[config.mk]
export PLATFORM = sky130hd
export DESIGN_NAME = tilt_fall_detector
export DESIGN_NICKNAME = d
export VERILOG_FILES = /design/src/design/tfd_pkg.sv /design/src/design/tfd_ctrl.sv /design/src/design/tfd_datapath.sv /design/src/design/tilt_fall_detector.sv
export SDC_FILE = /design/constraint.sdc
export NUM_CORES = 2
export LEC_CHECK = 0
export BUFFER_PORTS_ARGS = -buffer_cell sky130_fd_sc_hd__buf_2
export CORE_UTILIZATION = 40
export CTS_CLUSTER_DIAMETER = 150
export DETAILED_ROUTE_END_ITERATION = 8
export GPL_TIMING_DRIVEN = 0
export SLEW_MARGIN = 0
export SYNTH_ARGS = -nofsm -noshare
export SYNTH_HDL_FRONTEND = slang
export SYNTH_HIERARCHICAL = 1
export SYNTH_SLANG_ARGS = --single-unit
[constraint.sdc]
create_clock -name clock -period 7.3 [get_ports clock]
set_input_delay 1.46 -clock clock [delete_from_list [all_inputs] [get_ports clock]]
set_output_delay 1.46 -clock clock [all_outputs]
set_load 0.005 [all_outputs]
[src/design/tfd_pkg.sv]
// ----------------------------------------------------------------------------
// tfd_pkg
// Shared types, constants and the arctangent table for the tilt and fall
// detector.
// ----------------------------------------------------------------------------
package tfd_pkg;

   // Default number of CORDIC micro-rotations per pass.
   localparam int CORDIC_STEPS_DEF = 16;

   // Arctangent table length and the index width that covers it.
   localparam int ATAN_LEN = 24;
   localparam int ITER_W   = 5;

   // CORDIC vector width, angle accumulator width and table entry width.
   localparam int VEC_W  = 34;
   localparam int ACC_W  = 26;
   localparam int ATAN_W = 22;

   // Input prescale and the gain compensation factor round(65536 / K).
   localparam int PRESCALE = 14;
   localparam logic [15:0] INV_GAIN_Q16 = 16'd39797;

   // Half-plane base angle of 180 degrees in 1/65536 degree.
   localparam logic signed [ACC_W-1:0] BASE_180 = 26'sd11796480;

   // Output angle limits in 1/128 degree.
   localparam logic signed [16:0] PITCH_LIM = 17'sd11520;
   localparam logic signed [16:0] ROLL_LIM  = 17'sd23040;

   // Configuration register indexes.
   localparam logic REG_TILT_THRESHOLD = 1'b0;
   localparam logic REG_HOLD_SAMPLES   = 1'b1;

   // Event codes reported with each result.
   typedef enum logic [1:0] {
      EV_NONE     = 2'd0,
      EV_FALL     = 2'd1,
      EV_UPRIGHT  = 2'd2
   } tilt_event_type;

   // Controller states.
   typedef enum logic [2:0] {
      ST_IDLE,
      ST_ROLL,
      ST_SCALE,
      ST_PITCH_LOAD,
      ST_PITCH,
      ST_ANGLE,
      ST_COMMIT
   } ctrl_state_type;

   // Commands from the controller to the datapath.
   typedef struct packed {
      logic              load_roll;
      logic              step;
      logic              scale;
      logic              load_pitch;
      logic              angle;
      logic              commit;
      logic [ITER_W-1:0] iter;
   } dp_cmd_type;

   // atan(2^-i) in degrees times 65536, rounded to nearest.
   function automatic logic [ATAN_W-1:0] atan_lookup(input logic [ITER_W-1:0] idx);
      logic [ATAN_W-1:0] val;
      case (idx)
         5'd0:    val = 22'd2949120;
         5'd1:    val = 22'd1740967;
         5'd2:    val = 22'd919879;
         5'd3:    val = 22'd466945;
         5'd4:    val = 22'd234379;
         5'd5:    val = 22'd117304;
         5'd6:    val = 22'd58666;
         5'd7:    val = 22'd29335;
         5'd8:    val = 22'd14668;
         5'd9:    val = 22'd7334;
         5'd10:   val = 22'd3667;
         5'd11:   val = 22'd1833;
         5'd12:   val = 22'd917;
         5'd13:   val = 22'd458;
         5'd14:   val = 22'd229;
         5'd15:   val = 22'd115;
         5'd16:   val = 22'd57;
         5'd17:   val = 22'd29;
         5'd18:   val = 22'd14;
         5'd19:   val = 22'd7;
         5'd20:   val = 22'd4;
         5'd21:   val = 22'd2;
         5'd22:   val = 22'd1;
         default: val = 22'd0;
      endcase
      return val;
   endfunction

endpackage

[src/design/tfd_ctrl.sv]
// ----------------------------------------------------------------------------
// tfd_ctrl
// Sequencer for the two CORDIC passes, the scaling multiply, the angle
// formatting and the result handoff.
// ----------------------------------------------------------------------------
module tfd_ctrl import tfd_pkg::*; #(
   parameter int CORDIC_STEPS = CORDIC_STEPS_DEF
) (
   input  logic       clock,
   input  logic       reset,
   input  logic       req_valid,
   output logic       req_stall,
   output logic       rsp_valid,
   input  logic       rsp_stall,
   output dp_cmd_type cmd
);

   localparam logic [ITER_W-1:0] ITER_LAST = ITER_W'(CORDIC_STEPS - 1);

   ctrl_state_type    state_ff, state_in;
   logic [ITER_W-1:0] iter_ff, iter_in;
   logic              rsp_valid_ff, rsp_valid_in;

   // State, iteration counter and result valid registers.
   always_ff @(posedge clock) begin
      if (reset) begin
         state_ff     <= ST_IDLE;
         iter_ff      <= '0;
         rsp_valid_ff <= 1'b0;
      end else begin
         state_ff     <= state_in;
         iter_ff      <= iter_in;
         rsp_valid_ff <= rsp_valid_in;
      end
   end

   // Next state and datapath commands.
   always_comb begin
      state_in = state_ff;
      iter_in  = iter_ff;
      cmd      = '0;
      cmd.iter = iter_ff;
      unique case (state_ff)
         ST_IDLE: begin
            if (req_valid) begin
               cmd.load_roll = 1'b1;
               iter_in       = '0;
               state_in      = ST_ROLL;
            end
         end
         ST_ROLL: begin
            cmd.step = 1'b1;
            if (iter_ff == ITER_LAST) begin
               iter_in  = '0;
               state_in = ST_SCALE;
            end else begin
               iter_in = iter_ff + 1'b1;
            end
         end
         ST_SCALE: begin
            cmd.scale = 1'b1;
            state_in  = ST_PITCH_LOAD;
         end
         ST_PITCH_LOAD: begin
            cmd.load_pitch = 1'b1;
            iter_in        = '0;
            state_in       = ST_PITCH;
         end
         ST_PITCH: begin
            cmd.step = 1'b1;
            if (iter_ff == ITER_LAST) begin
               iter_in  = '0;
               state_in = ST_ANGLE;
            end else begin
               iter_in = iter_ff + 1'b1;
            end
         end
         ST_ANGLE: begin
            cmd.angle = 1'b1;
            state_in  = ST_COMMIT;
         end
         ST_COMMIT: begin
            // Wait until the output register is free or being emptied.
            if (!rsp_valid_ff || !rsp_stall) begin
               cmd.commit = 1'b1;
               state_in   = ST_IDLE;
            end
         end
         default: begin
            state_in = ST_IDLE;
         end
      endcase
   end

   // The output register fills on commit and empties when taken.
   always_comb begin
      if (cmd.commit) begin
         rsp_valid_in = 1'b1;
      end else if (!rsp_stall) begin
         rsp_valid_in = 1'b0;
      end else begin
         rsp_valid_in = rsp_valid_ff;
      end
   end

   assign req_stall = (state_ff != ST_IDLE);
   assign rsp_valid = rsp_valid_ff;

endmodule

[src/design/tfd_datapath.sv]
// ----------------------------------------------------------------------------
// tfd_datapath
// Shared CORDIC vectoring unit, gain compensation multiply, angle formatting,
// tipped-sample counter and the result register.
// ----------------------------------------------------------------------------
module tfd_datapath import tfd_pkg::*; (
   input  logic               clock,
   input  logic               reset,
   input  dp_cmd_type         cmd,
   input  logic signed [15:0] req_accel_x,
   input  logic signed [15:0] req_accel_y,
   input  logic signed [15:0] req_accel_z,
   input  logic               csr_wr_en,
   input  logic               csr_index,
   input  logic        [14:0] csr_wdata,
   output logic signed [14:0] rsp_pitch_angle,
   output logic signed [15:0] rsp_roll_angle,
   output logic        [1:0]  rsp_tilt_event,
   output logic               rsp_is_fallen
);

   // Round to 1/128 degree (half up) and clamp to a symmetric limit.
   function automatic logic signed [16:0] to_q7(input logic signed [ACC_W-1:0] acc,
                                                input logic signed [16:0] lim);
      logic signed [ACC_W-1:0] sum;
      logic signed [16:0]      r;
      sum = acc + ACC_W'(256);
      r   = 17'(sum >>> 9);
      if (r > lim) begin
         r = lim;
      end else if (r < -lim) begin
         r = -lim;
      end
      return r;
   endfunction

   logic        [14:0]       thr_ff;
   logic        [7:0]        hold_ff;
   logic        [7:0]        cnt_ff, cnt_in;
   logic                     fallen_ff, fallen_in;

   logic signed [VEC_W-1:0]  x_ff, y_ff;
   logic signed [ACC_W-1:0]  acc_ff, base_ff, roll_acc_ff;
   logic                     zero_ff;
   logic signed [15:0]       ax_ff;
   logic        [46:0]       prod_ff;
   logic signed [14:0]       pitch_ff;
   logic signed [15:0]       roll_ff;

   logic signed [14:0]       out_pitch_ff;
   logic signed [15:0]       out_roll_ff;
   tilt_event_type           out_event_ff, event_in;
   logic                     out_fallen_ff;

   logic signed [VEC_W-1:0]  ax_v, ay_v, az_v;
   logic signed [VEC_W-1:0]  dx, dy;
   logic signed [ACC_W-1:0]  atan_v;
   logic        [30:0]       mag;
   logic signed [16:0]       pitch_q, roll_q;
   logic        [14:0]       pitch_abs;
   logic        [15:0]       roll_abs;
   logic                     tipped;
   logic        [7:0]        cnt_inc;

   // Configuration registers.
   always_ff @(posedge clock) begin
      if (reset) begin
         thr_ff  <= 15'd5760;
         hold_ff <= 8'd3;
      end else if (csr_wr_en) begin
         unique case (csr_index)
            REG_TILT_THRESHOLD: thr_ff  <= csr_wdata;
            REG_HOLD_SAMPLES:   hold_ff <= csr_wdata[7:0];
            default:            thr_ff  <= thr_ff;
         endcase
      end
   end

   // Prescaled axes and the current micro-rotation terms.
   assign ax_v   = {{4{req_accel_x[15]}}, req_accel_x, {PRESCALE{1'b0}}};
   assign ay_v   = {{4{req_accel_y[15]}}, req_accel_y, {PRESCALE{1'b0}}};
   assign az_v   = {{4{req_accel_z[15]}}, req_accel_z, {PRESCALE{1'b0}}};
   assign dx     = y_ff >>> cmd.iter;
   assign dy     = x_ff >>> cmd.iter;
   assign atan_v = ACC_W'(atan_lookup(cmd.iter));
   assign mag    = prod_ff[46:16];

   // CORDIC vector, angle accumulator and pass bookkeeping.
   always_ff @(posedge clock) begin
      if (cmd.load_roll) begin
         // Left half plane: rotate by 180 degrees before vectoring.
         if (req_accel_z < 0) begin
            x_ff    <= -az_v;
            y_ff    <= -ay_v;
            base_ff <= (req_accel_y >= 0) ? BASE_180 : -BASE_180;
         end else begin
            x_ff    <= az_v;
            y_ff    <= ay_v;
            base_ff <= '0;
         end
         acc_ff  <= '0;
         zero_ff <= (req_accel_z == 0) && (req_accel_y == 0);
         ax_ff   <= req_accel_x;
      end else if (cmd.load_pitch) begin
         x_ff    <= VEC_W'(mag);
         y_ff    <= -{{4{ax_ff[15]}}, ax_ff, {PRESCALE{1'b0}}};
         acc_ff  <= '0;
         zero_ff <= (mag == '0) && (ax_ff == 0);
      end else if (cmd.step) begin
         // Rotate toward the x axis; a zero vector keeps angle zero.
         if (y_ff > 0) begin
            x_ff <= x_ff + dx;
            y_ff <= y_ff - dy;
            if (!zero_ff) begin
               acc_ff <= acc_ff + atan_v;
            end
         end else begin
            x_ff <= x_ff - dx;
            y_ff <= y_ff + dy;
            if (!zero_ff) begin
               acc_ff <= acc_ff - atan_v;
            end
         end
      end
      if (cmd.scale) begin
         roll_acc_ff <= acc_ff + base_ff;
         prod_ff     <= x_ff[30:0] * INV_GAIN_Q16;
      end
      if (cmd.angle) begin
         pitch_ff <= pitch_q[14:0];
         roll_ff  <= roll_q[15:0];
      end
   end

   assign pitch_q = to_q7(acc_ff, PITCH_LIM);
   assign roll_q  = to_q7(roll_acc_ff, ROLL_LIM);

   // Tipped decision and the fall / upright counter.
   assign pitch_abs = pitch_ff[14] ? 15'(-pitch_ff) : 15'(pitch_ff);
   assign roll_abs  = roll_ff[15] ? 16'(-roll_ff) : 16'(roll_ff);
   assign tipped    = (pitch_abs > thr_ff) || (roll_abs > {1'b0, thr_ff});
   assign cnt_inc   = (cnt_ff < hold_ff) ? cnt_ff + 8'd1 : cnt_ff;

   always_comb begin
      cnt_in    = cnt_ff;
      fallen_in = fallen_ff;
      event_in  = EV_NONE;
      if (tipped) begin
         cnt_in = cnt_inc;
         if ((cnt_inc >= hold_ff) && !fallen_ff) begin
            fallen_in = 1'b1;
            event_in  = EV_FALL;
         end
      end else begin
         cnt_in = '0;
         if (fallen_ff) begin
            fallen_in = 1'b0;
            event_in  = EV_UPRIGHT;
         end
      end
   end

   always_ff @(posedge clock) begin
      if (reset) begin
         cnt_ff    <= '0;
         fallen_ff <= 1'b0;
      end else if (cmd.commit) begin
         cnt_ff    <= cnt_in;
         fallen_ff <= fallen_in;
      end
   end

   // Result register, loaded when the transaction is committed.
   always_ff @(posedge clock) begin
      if (cmd.commit) begin
         out_pitch_ff  <= pitch_ff;
         out_roll_ff   <= roll_ff;
         out_event_ff  <= event_in;
         out_fallen_ff <= fallen_in;
      end
   end

   assign rsp_pitch_angle = out_pitch_ff;
   assign rsp_roll_angle  = out_roll_ff;
   assign rsp_tilt_event  = out_event_ff;
   assign rsp_is_fallen   = out_fallen_ff;

endmodule

[src/design/tilt_fall_detector.sv]
// ----------------------------------------------------------------------------
// tilt_fall_detector
// Accelerometer tilt estimation with fall and upright event reporting.
// ----------------------------------------------------------------------------
// Each accepted sample yields one result: roll = atan2(y, z) and
// pitch = atan2(-x, sqrt(y^2 + z^2)) in 1/128 degree, plus a fall or upright
// event and the current fallen flag. From acceptance to the result register
// a sample runs through the single shared CORDIC unit: the roll pass, the
// gain compensation multiply, the loading of the pitch vector and the pitch
// pass, each pass one micro-rotation per cycle, then angle formatting and
// the commit. The input stalls during that time; the next sample is taken
// on the cycle after the commit, so a new sample is accepted only once the
// previous one has been committed, while the previous result may still wait
// in the output register. A commit waits only when the output register is
// still full and stalled. Configuration writes take effect at once and
// should be made while no sample is in flight.
module tilt_fall_detector import tfd_pkg::*; #(
   parameter int CORDIC_STEPS = CORDIC_STEPS_DEF
) (
   input  logic               clock,
   input  logic               reset,
   input  logic               req_valid,
   output logic               req_stall,
   input  logic signed [15:0] req_accel_x,
   input  logic signed [15:0] req_accel_y,
   input  logic signed [15:0] req_accel_z,
   output logic               rsp_valid,
   input  logic               rsp_stall,
   output logic signed [14:0] rsp_pitch_angle,
   output logic signed [15:0] rsp_roll_angle,
   output logic        [1:0]  rsp_tilt_event,
   output logic               rsp_is_fallen,
   input  logic               csr_wr_en,
   input  logic               csr_index,
   input  logic        [14:0] csr_wdata
);

   dp_cmd_type cmd;

   // Sequencer.
   tfd_ctrl #(
      .CORDIC_STEPS (CORDIC_STEPS)
   ) u_ctrl (
      .clock     (clock),
      .reset     (reset),
      .req_valid (req_valid),
      .req_stall (req_stall),
      .rsp_valid (rsp_valid),
      .rsp_stall (rsp_stall),
      .cmd       (cmd)
   );

   // Arithmetic, state and result register.
   tfd_datapath u_datapath (
      .clock           (clock),
      .reset           (reset),
      .cmd             (cmd),
      .req_accel_x     (req_accel_x),
      .req_accel_y     (req_accel_y),
      .req_accel_z     (req_accel_z),
      .csr_wr_en       (csr_wr_en),
      .csr_index       (csr_index),
      .csr_wdata       (csr_wdata),
      .rsp_pitch_angle (rsp_pitch_angle),
      .rsp_roll_angle  (rsp_roll_angle),
      .rsp_tilt_event  (rsp_tilt_event),
      .rsp_is_fallen   (rsp_is_fallen)
   );

endmodule

==> impl_metrics.tcl <==
set metrics [dict create \
    largest_net_degree_at_the_start_of_global_routing 55 \
    drt_wl_total_um 117000 \
    top_fanout_value_on_the_critical_path 10 \
    holdCritPathClass "register to register" \
    detail_route.iter0.violations 2338 \
    finish.cell_count_without_fillers 4895 \
    post_synthesis_area_per_instance_sq_um 9.38 \
    r2r.worst_path.cells 25 \
    timing.hold.worst_path_depth 2 \
    cts.sinks 269 \
    cp.required_ns 7.79 \
    syn_to_final_growth_pct 10.9 \
    drt_pass1_iterations 6 \
    setup-violations-final 0 \
    effective_utilization_at_floorplan_pct 40.4 \
    timing.fmax_mhz 143 \
    global_route.usage.total_pct 27.5 \
    clockRootBuffer "sky130_fd_sc_hd__clkbuf_16" \
    wl_per_cell_um 23.9 \
    ys.flop_type "sky130_fd_sc_hd__edfxtp_1" \
    synthArstFlopShare_pct 0 \
    clk_latency_ns 0.64 \
    via_count_of_the_first_global_routing_pass 28600 \
    syn-instance-count 3596 \
    ant_nets 0 \
    die_h_um 292 \
    rows 106 \
    dieArea_sq_um 85500 \
    slew_viol_final 0 \
    antenna_violations_before_repair 5 \
    critical_path_arrival_ns 7.50 \
    worstSetupStartpointType "register" \
    dp_hpwl_um 90900 \
    drc 0 \
    cts_hold_buf 0 \
    final.period_utilization_pct 96.0 \
    net_total_in_the_final_layout 4429 \
    outcome "completed" \
    design.core.area_sq_um 83600 \
    crit_type "register to register" \
    clkTransAtPathRegs_ns 0.07 \
    post_synth_num_cell_types 99 \
    io_buffer_count 104 \
    grt_setup_unrepaired "no" \
    place_congestion 1.01 \
    synth_edf_count 202 \
    fin_skew_ns 0.0470 \
    ff2ff_setup_slack_ns 0.29 \
    num_vias 28600 \
    io_pins 105 \
    tritoncts "done" \
    wire_length_of_the_first_global_routing_pass_um 178000 \
    avgViaCountPerCell 5.85 \
    cts_buffer_depth 3 \
    mappedNetlistArea_sq_um 33700 \
    worst_max_slew_margin_expressed_relative_to_the_limit_pct 11.7 \
    cts-buffers-inserted 31 \
    grt_overflow 0 \
    final_hold_viol_count 0 \
    yosys_warnings 6 \
    synth_nets 4236 \
    actual_slew_at_the_worst_max_slew_pin_ns 1.31 \
    placed_cells 4790 \
    max_cap_viol_count 0 \
    worst_hold_slack_ns 0.461 \
    synth.ff_latch_count 269 \
    final_period_minus_worst_setup_slack_ns 7.01 \
    chipWidth_um 292 \
    htree_levels 1 \
    synth_seq_area_share_pct 22.0 \
    drive_gt1_share_pct 12.2 \
    setup.worst_path.end_class "register" \
]
-- per-stage QoR --
step	instance area (sq um)	setup WS (ns)	TNS, ns	util [%]
after global routing	37400	0.00765	0	44.7
after detailed placement	35700	-0.713	-4.48	42.8
after floorplan	33700	0.705	0	-
after CTS	37000	0.00514	0	44.3
final	37400	0.290	0	44.7
after global placement	35600	-2.42	-179.57	42.6
-- flip-flops by register name, summed over array words and instances, names as in the netlist --
signal and cells:
u_datapath/rsp_pitch_angle 15, u_datapath/fallen_ff 1, u_datapath/zero_ff 1, u_ctrl/state_ff 3
u_datapath/thr_ff 15, u_datapath/rsp_tilt_event 2, u_datapath/prod_ff 31, u_datapath/hold_ff 8
u_datapath/pitch_ff 15, u_ctrl/iter_ff 5, u_datapath/acc_ff 26, u_datapath/roll_acc_ff 18
u_datapath/y_ff 34, u_datapath/ax_ff 16, u_datapath/rsp_roll_angle 16, u_datapath/rsp_is_fallen 1
u_datapath/roll_ff 16, u_datapath/base_ff 3, u_datapath/x_ff 34, u_datapath/cnt_ff 8
u_ctrl/rsp_valid 1
-- Yosys cell counts (8+ instances only) --
library cell	count	share of area, %
sky130_fd_sc_hd__o21ai_0	159	2.4
sky130_fd_sc_hd__a22oi_1	10	0.22
sky130_fd_sc_hd__mux2i_1	77	2.3
sky130_fd_sc_hd__nor4_1	34	0.63
sky130_fd_sc_hd__o221ai_1	8	0.21
sky130_fd_sc_hd__a211o_1	13	0.34
sky130_fd_sc_hd__or4_1	11	0.24
sky130_fd_sc_hd__nor2b_1	33	0.61
sky130_fd_sc_hd__fa_1	226	13
sky130_fd_sc_hd__and2_1	28	0.52
sky130_fd_sc_hd__xor2_1	118	3.1
sky130_fd_sc_hd__o31ai_1	33	0.73
sky130_fd_sc_hd__buf_1	12	0.13
sky130_fd_sc_hd__nor3b_1	17	0.38
sky130_fd_sc_hd__or2_2	14	0.26
sky130_fd_sc_hd__o211ai_1	20	0.45
sky130_fd_sc_hd__a21o_1	62	1.4
sky130_fd_sc_hd__a21boi_0	15	0.33
sky130_fd_sc_hd__o22ai_1	8	0.15
sky130_fd_sc_hd__ha_1	345	13
sky130_fd_sc_hd__inv_1	379	4.2
sky130_fd_sc_hd__buf_2	26	0.39
sky130_fd_sc_hd__edfxtp_1	202	18
sky130_fd_sc_hd__a221oi_1	9	0.23
sky130_fd_sc_hd__a31oi_1	28	0.52
sky130_fd_sc_hd__nor2_1	238	2.6
sky130_fd_sc_hd__clkbuf_1	79	0.88
sky130_fd_sc_hd__dfxtp_1	67	4.0
sky130_fd_sc_hd__a211oi_1	45	1.0
sky130_fd_sc_hd__nand2_1	274	3.1
sky130_fd_sc_hd__nand3_1	50	0.74
sky130_fd_sc_hd__xnor2_1	169	4.4
sky130_fd_sc_hd__o21bai_1	16	0.36
sky130_fd_sc_hd__and3_1	24	0.45
sky130_fd_sc_hd__a21oi_1	257	3.8
sky130_fd_sc_hd__nand2b_1	59	1.1
sky130_fd_sc_hd__mux2_2	29	0.97
sky130_fd_sc_hd__mux4_2	84	5.6
sky130_fd_sc_hd__o31a_1	8	0.21
sky130_fd_sc_hd__buf_4	17	0.38
sky130_fd_sc_hd__or3_1	37	0.69
sky130_fd_sc_hd__nor3_1	58	0.86
sky130_fd_sc_hd__nand4_1	36	0.67
sky130_fd_sc_hd__o21a_1	37	0.82
-- layer usage --
layer	up-vias	routed length [um]	GRT usage [%]
met3	229	8300	4.62
met2	1080	54100	45.7
li1	13300	-	-
met5	-	0	0
met4	0	5050	10.6
met1	14100	49300	35.7
-- layout by cell type (no fill, tap or decap), drive strengths merged, types with 164 or more instances in the layout --
cell type,count
inv,391
ha,345
nand2,274
a21oi,258
nor2,238
fa,226
buf,218
edfxtp,202
xnor2,169
o21ai,164
-- layout make-up --
| type | count | area, sq um |
|---|---|---|
| inverters | 385 | 1450 |
| diodes | 2 | 5.00 |
| clock inverters | 19 | 259 |
| multi-input cells | 2802 | 24300 |
| well taps | 1080 | 1350 |
| fillers | 8180 | 46200 |
| repair buffers | 162 | 1010 |
| plain buffers | 138 | 729 |
| clock buffers | 38 | 875 |
| flip-flops and latches | 269 | 7410 |
-- worst paths after layout --
path | start | to
setup / recovery | u_ctrl/iter_ff[0] | u_datapath/x_ff[30]
setup reg to reg | u_ctrl/iter_ff[0] | u_datapath/x_ff[30]
hold reg to reg | u_datapath/hold_ff[5] | u_datapath/hold_ff[5]
hold / removal | u_datapath/hold_ff[5] | u_datapath/hold_ff[5]
-- what timing repair did --
| item | CTS | global route |
|---|---|---|
| pin swaps | 0 | 1 |
| setup endpoints to repair | 22 | 27 |
| resized for setup | 18 | 51 |
| buffers inserted | 17 | 31 |
-- cell families after synthesis --
family,synth area share (%)
AND/OR/NAND/NOR,13.9
AO/OA/AOI/OAI,15.2
adder cells (fa/ha/maj),26.3
buffers and inverters,6.32
XOR/XNOR,7.46
flip-flops,22.0
multiplexers,8.91
-- critical path: stages (launching register included) --
cell and delay, ns:
sky130_fd_sc_hd__dfxtp_1 0.50, sky130_fd_sc_hd__buf_4 0.30, sky130_fd_sc_hd__buf_4 0.30, sky130_fd_sc_hd__buf_4 0.30, sky130_fd_sc_hd__buf_6 0.21, sky130_fd_sc_hd__buf_4 0.28, sky130_fd_sc_hd__mux4_2 0.33, sky130_fd_sc_hd__mux2i_1 0.31
sky130_fd_sc_hd__mux2i_1 0.16, sky130_fd_sc_hd__mux2i_2 0.35, sky130_fd_sc_hd__and3b_1 0.26, sky130_fd_sc_hd__and2_2 0.23, sky130_fd_sc_hd__a21oi_1 0.10, sky130_fd_sc_hd__xnor2_1 0.18, sky130_fd_sc_hd__ha_1 0.38, sky130_fd_sc_hd__a21o_1 0.18
sky130_fd_sc_hd__a21o_1 0.19, sky130_fd_sc_hd__a2111oi_2 0.42, sky130_fd_sc_hd__o31ai_1 0.17, sky130_fd_sc_hd__o21bai_1 0.23, sky130_fd_sc_hd__a21oi_1 0.13, sky130_fd_sc_hd__o31a_1 0.34, sky130_fd_sc_hd__o2111ai_1 0.24, sky130_fd_sc_hd__a21oi_1 0.10
sky130_fd_sc_hd__or3b_2 0.50, sky130_fd_sc_hd__a21oi_1 0.16
Power is not shown: default switching activity piles up to over one toggle a cycle in this logic, so the estimate is an artifact.
